<file path="src/hw/rtl/prt_pkg.sv">
// Shared types and constants for the page reference count table.
// Used by the controller, the datapath and the top level; no dependencies.
package prt_pkg;

   localparam int TABLE_ENTRIES_DEF   = 256;
   localparam int PAGE_SHIFT_BITS_DEF = 12;
   localparam int ADDR_BITS_DEF       = 52;

   localparam int FUNC_W       = 2;
   localparam int STATUS_W     = 3;
   localparam int COUNT_W      = 16;
   localparam int LIVE_OUT_W   = 9;
   localparam int STAT_W       = 32;
   localparam int CSR_INDEX_W  = 1;
   localparam int CSR_DATA_W   = 16;

   localparam int SCAN_GROUP    = 16;
   localparam int SCAN_LOC_BITS = $clog2(SCAN_GROUP);

   localparam logic [COUNT_W-1:0] MAX_REFCOUNT_RESET = 16'hFFFF;

   typedef enum logic [FUNC_W-1:0] {
      FUNC_ADD = 2'd0,
      FUNC_INC = 2'd1,
      FUNC_DEC = 2'd2,
      FUNC_GET = 2'd3
   } func_type;

   typedef enum logic [STATUS_W-1:0] {
      ST_OK          = 3'd0,
      ST_NOT_INIT    = 3'd1,
      ST_NOT_TRACKED = 3'd2,
      ST_MAX_REF     = 3'd3,
      ST_FULL        = 3'd4
   } status_type;

   typedef enum logic [CSR_INDEX_W-1:0] {
      CSR_ENABLED      = 1'd0,
      CSR_MAX_REFCOUNT = 1'd1
   } csr_index_type;

   typedef enum logic [1:0] {
      S_IDLE   = 2'd0,
      S_SCAN   = 2'd1,
      S_SELECT = 2'd2,
      S_UPDATE = 2'd3
   } state_type;

   typedef struct packed {
      logic accept;
      logic scan;
      logic select;
      logic update;
   } cmd_type;

   typedef struct packed {
      logic out_ready;
   } sts_type;

endpackage

</file>
<file path="src/hw/rtl/prt_ctrl.sv">
// Sequencing state machine for the page reference count table.
// Depends on prt_pkg for state, command and status types.
module prt_ctrl (
   input  logic             clock,
   input  logic             reset,
   input  logic             req_valid,
   output logic             req_stall,
   input  prt_pkg::sts_type sts,
   output prt_pkg::cmd_type cmd
);
   import prt_pkg::*;

   state_type state_ff;
   state_type state_in;

   always_ff @(posedge clock) begin
      if (reset) begin
         state_ff <= S_IDLE;
      end else begin
         state_ff <= state_in;
      end
   end

   always_comb begin
      state_in = state_ff;
      case (state_ff)
         S_IDLE: begin
            if (req_valid) begin
               state_in = S_SCAN;
            end
         end
         S_SCAN:   state_in = S_SELECT;
         S_SELECT: state_in = S_UPDATE;
         S_UPDATE: begin
            if (sts.out_ready) begin
               state_in = S_IDLE;
            end
         end
         default:  state_in = S_IDLE;
      endcase
   end

   always_comb begin
      cmd       = '0;
      req_stall = 1'b1;
      case (state_ff)
         S_IDLE: begin
            req_stall  = 1'b0;
            cmd.accept = req_valid;
         end
         S_SCAN:   cmd.scan   = 1'b1;
         S_SELECT: cmd.select = 1'b1;
         S_UPDATE: cmd.update = sts.out_ready;
         default:  cmd        = '0;
      endcase
   end

endmodule

</file>
<file path="config.mk">
export PLATFORM = sky130hd
export DESIGN_NAME = prt_ctrl
export DESIGN_NICKNAME = d
export VERILOG_FILES = /design/src/hw/rtl/prt_pkg.sv /design/src/hw/rtl/prt_ctrl.sv
export SDC_FILE = /design/constraint.sdc
export NUM_CORES = 1
export LEC_CHECK = 0
export BUFFER_PORTS_ARGS = -buffer_cell sky130_fd_sc_hd__buf_2
export CAP_MARGIN = 20
export CORE_AREA = 8 8 45 47
export CTS_CLUSTER_DIAMETER = 100
export DETAILED_ROUTE_END_ITERATION = 12
export DIE_AREA = 0 0 53 55
export PLACE_DENSITY = 0.32
export REMOVE_ABC_BUFFERS = 1
export SYNTH_ARGS = -nofsm -noshare
export SYNTH_HDL_FRONTEND = slang
export SYNTH_SLANG_ARGS = --single-unit
</file>
<file path="constraint.sdc">
create_clock -name clock -period 2.19 [get_ports clock]
set_clock_uncertainty 0.2 [all_clocks]
set_input_delay 0.219 -clock clock [delete_from_list [all_inputs] [get_ports clock]]
set_output_delay 0.219 -clock clock [all_outputs]
set_load 0.02 [all_outputs]
</file>
==> results_dict.tcl <==
set metrics [dict create \
    syn-cell-area_um2 205 \
    pre_cts_ws_ns 0.528 \
    ctsHtreeMaxLevel 1 \
    start_util_pct 14.8 \
    dr_total_vias 168 \
    endpoint_kind "register" \
    status "finished, final reports clean" \
    max_slew_margin_pct 85.5 \
    top_regs "state_ff: 2 flops" \
    cpPeakStageDelay_ns 0.37 \
    seq_area_um2 40.0 \
    grt_pass1_vias 168 \
    cp_cell_sequence "inv_1 > ha_1 > nor2b_2 > or3_1 > a21oi_1" \
    grt_usage_pct 3.33 \
    slew_violations 0 \
    max_clock_freq_mhz 607 \
    fin_crit_ns 1.65 \
    numPortBuffers 8 \
    grt_pass1_wl_um 669 \
    drt_iter0_markers 1 \
    min_path_type "input port to register" \
    synth_cells 21 \
    power_density_nw_per_um2 1430 \
    first_pass_iters 2 \
    vias_per_cell 3.43 \
    grt_max_degree 5 \
    drive_above_1_share_pct 45.5 \
    fill_cells 161 \
    gp_congestion 0.619 \
    rsz0062_at_grt "false" \
    top_register "state_ff" \
    cts_buffer_depth 2 \
    drc 0 \
    yosysSeqAreaShare_pct 19.5 \
    critPathBufInv 1 \
    row_count 14 \
    dp_hpwl_um 373 \
    post_cts_resized 0 \
    finalSetupViolCount 0 \
    worstPathRequired_ns 2.14 \
    cts_sinks 2 \
    clock_latency_ns 0.22 \
    max-vdd-ir-drop_mv 0.224 \
    routedWlPerCell_um 8.73 \
    wl_um 428 \
    clk_pin_slew_ns 0.03 \
    cpLargestDelayFamily "simple AND/OR/NAND/NOR gates" \
    p_leak_nw 0.149 \
    syn2layout_area_growth_pct 45.1 \
    cap_violations 0 \
    num_antenna_cells 0 \
    finalHoldViolCount 0 \
    avgSynthCellArea_um2 9.77 \
    chipWidth_um 53 \
    post-route-period-util_pct 75.2 \
    cp.arrival_ns 1.59 \
    criticalPathCategory "register to register" \
    ioPinCount 9 \
    crit_fanout 4 \
    worst_slew_pin_slew_ns 0.217 \
    largest_register_ffs 2 \
    worst_slack_ns 0.543 \
    tritoncts "yes" \
    critPathSlowestCell "dfxtp_1" \
    gr-total-overflow 0 \
    die_area_um2 2920 \
    multi_input_area_um2 154 \
    die_y_um 55 \
    core_area_um2 1380 \
    synth.distinct_cells 12 \
    detail-route-antenna-nets 0 \
    cts-root-buf "clkbuf_4" \
    numCtsBuffers 3 \
    antenna_found_initial 0 \
    yosys_warnings 0 \
    yosys_register_bits 2 \
    start_kind "register" \
    layout.nets 44 \
    finalSetupTns_ns 0 \
]
report_power, final:
| part | total, mW | switching, mW | internal (mW) |
|---|---|---|---|
| Clock | 0.0793 | 0.0190 | 0.0603 |
| Sequential | 0.0717 | 0.0178 | 0.0539 |
| Combinational | 0.276 | 0.152 | 0.124 |
| Total | 0.427 | 0.189 | 0.238 |
final cells by class:
class                           instances  share of cell area (%)
Inverter                                3                    3.78
Clock buffer                            3                    7.56
Tap cell                               16                    6.72
Sequential cell                         2                    13.4
Multi-Input combinational cell         16                    51.7
Timing Repair Buffer                    9                    16.8
synth_stat cells, drive strengths merged:
cell	count	area share [%]
o21ai	2	4.9
or3b	1	4.3
dfxtp	2	20
a21oi	2	4.9
or3	1	3.1
and2	2	6.7
nor2	1	9.8
ha	5	30
inv	3	5.5
nor2b	2	11
path summary, 6_finish.rpt:
path	from	to	slack [ns]	cells after the start
setup / recovery	state_ff[0]	state_ff[0]	0.54	5
hold / removal	req_valid	state_ff[1]	0.17	4
setup reg to reg	state_ff[0]	state_ff[0]	0.54	5
hold reg to reg	state_ff[0]	state_ff[0]	0.32	2
cells in the final DEF (no fill, tap or decap), drive strengths merged:
cell	n
or3b	1
ha	5
or3	1
a21oi	2
nor2	1
nor2b	2
dlygate4sd3	1
and2	2
clkbuf	3
dfxtp	2
inv	3
o21ai	2
buf	8
through the flow:
| step | hold WS [ns] | power (mW) | instances | cell area [um2] | util [%] |
|---|---|---|---|---|---|
| 6_report | 0.170 | 0.427 | 49 | 298 | 21.5 |
| 5_1_grt | 0.203 | 0.478 | 49 | 298 | 21.5 |
| 4_1_cts | 0.168 | 0.441 | 49 | 298 | 21.5 |
| 3_5_place_dp | 0.204 | 0.355 | 45 | 265 | 19.2 |
| 3_3_place_gp | 0.198 | 0.352 | 45 | 265 | 19.2 |
| 2_1_floorplan | 0.0881 | 0.288 | 21 | 205 | - |
layer usage:
| metal | share of wire (%) | vias up | track usage [%] |
|---|---|---|---|
| met1 | 35 | 71 | 2.57 |
| met4 | 0 | 0 | 1.29 |
| met3 | 9.6 | 0 | 3.74 |
| li1 | - | 91 | - |
| met2 | 55 | 6 | 5.27 |
| met5 | 0 | - | 0 |
cells by family (layout without fill, tap and decap cells):
| family | Yosys count | after routing | share of synthesized area, % |
|---|---|---|---|
| buffers and inverters | 3 | 15 | 5.49 |
| flip-flops | 2 | 2 | 19.5 |
| AO/OA/AOI/OAI | 4 | 4 | 9.76 |
| AND/OR/NAND/NOR | 7 | 7 | 34.8 |
| adder cells (fa/ha/maj) | 5 | 5 | 30.5 |
worst register-to-register path, cell delays in order, from the launching register on:
cell,delay (ns)
dfxtp_1,0.37
inv_1,0.10
ha_1,0.22
nor2b_2,0.17
or3_1,0.37
a21oi_1,0.15
repair_timing:
| action | 4_1_cts | 5_1_grt |
|---|---|---|
| hold buffers | 1 | 0 |
| hold endpoints to repair | 2 | 0 |
| buffers inserted | 0 | 0 |
No activity file was read; power rests on OpenSTA's default activity.
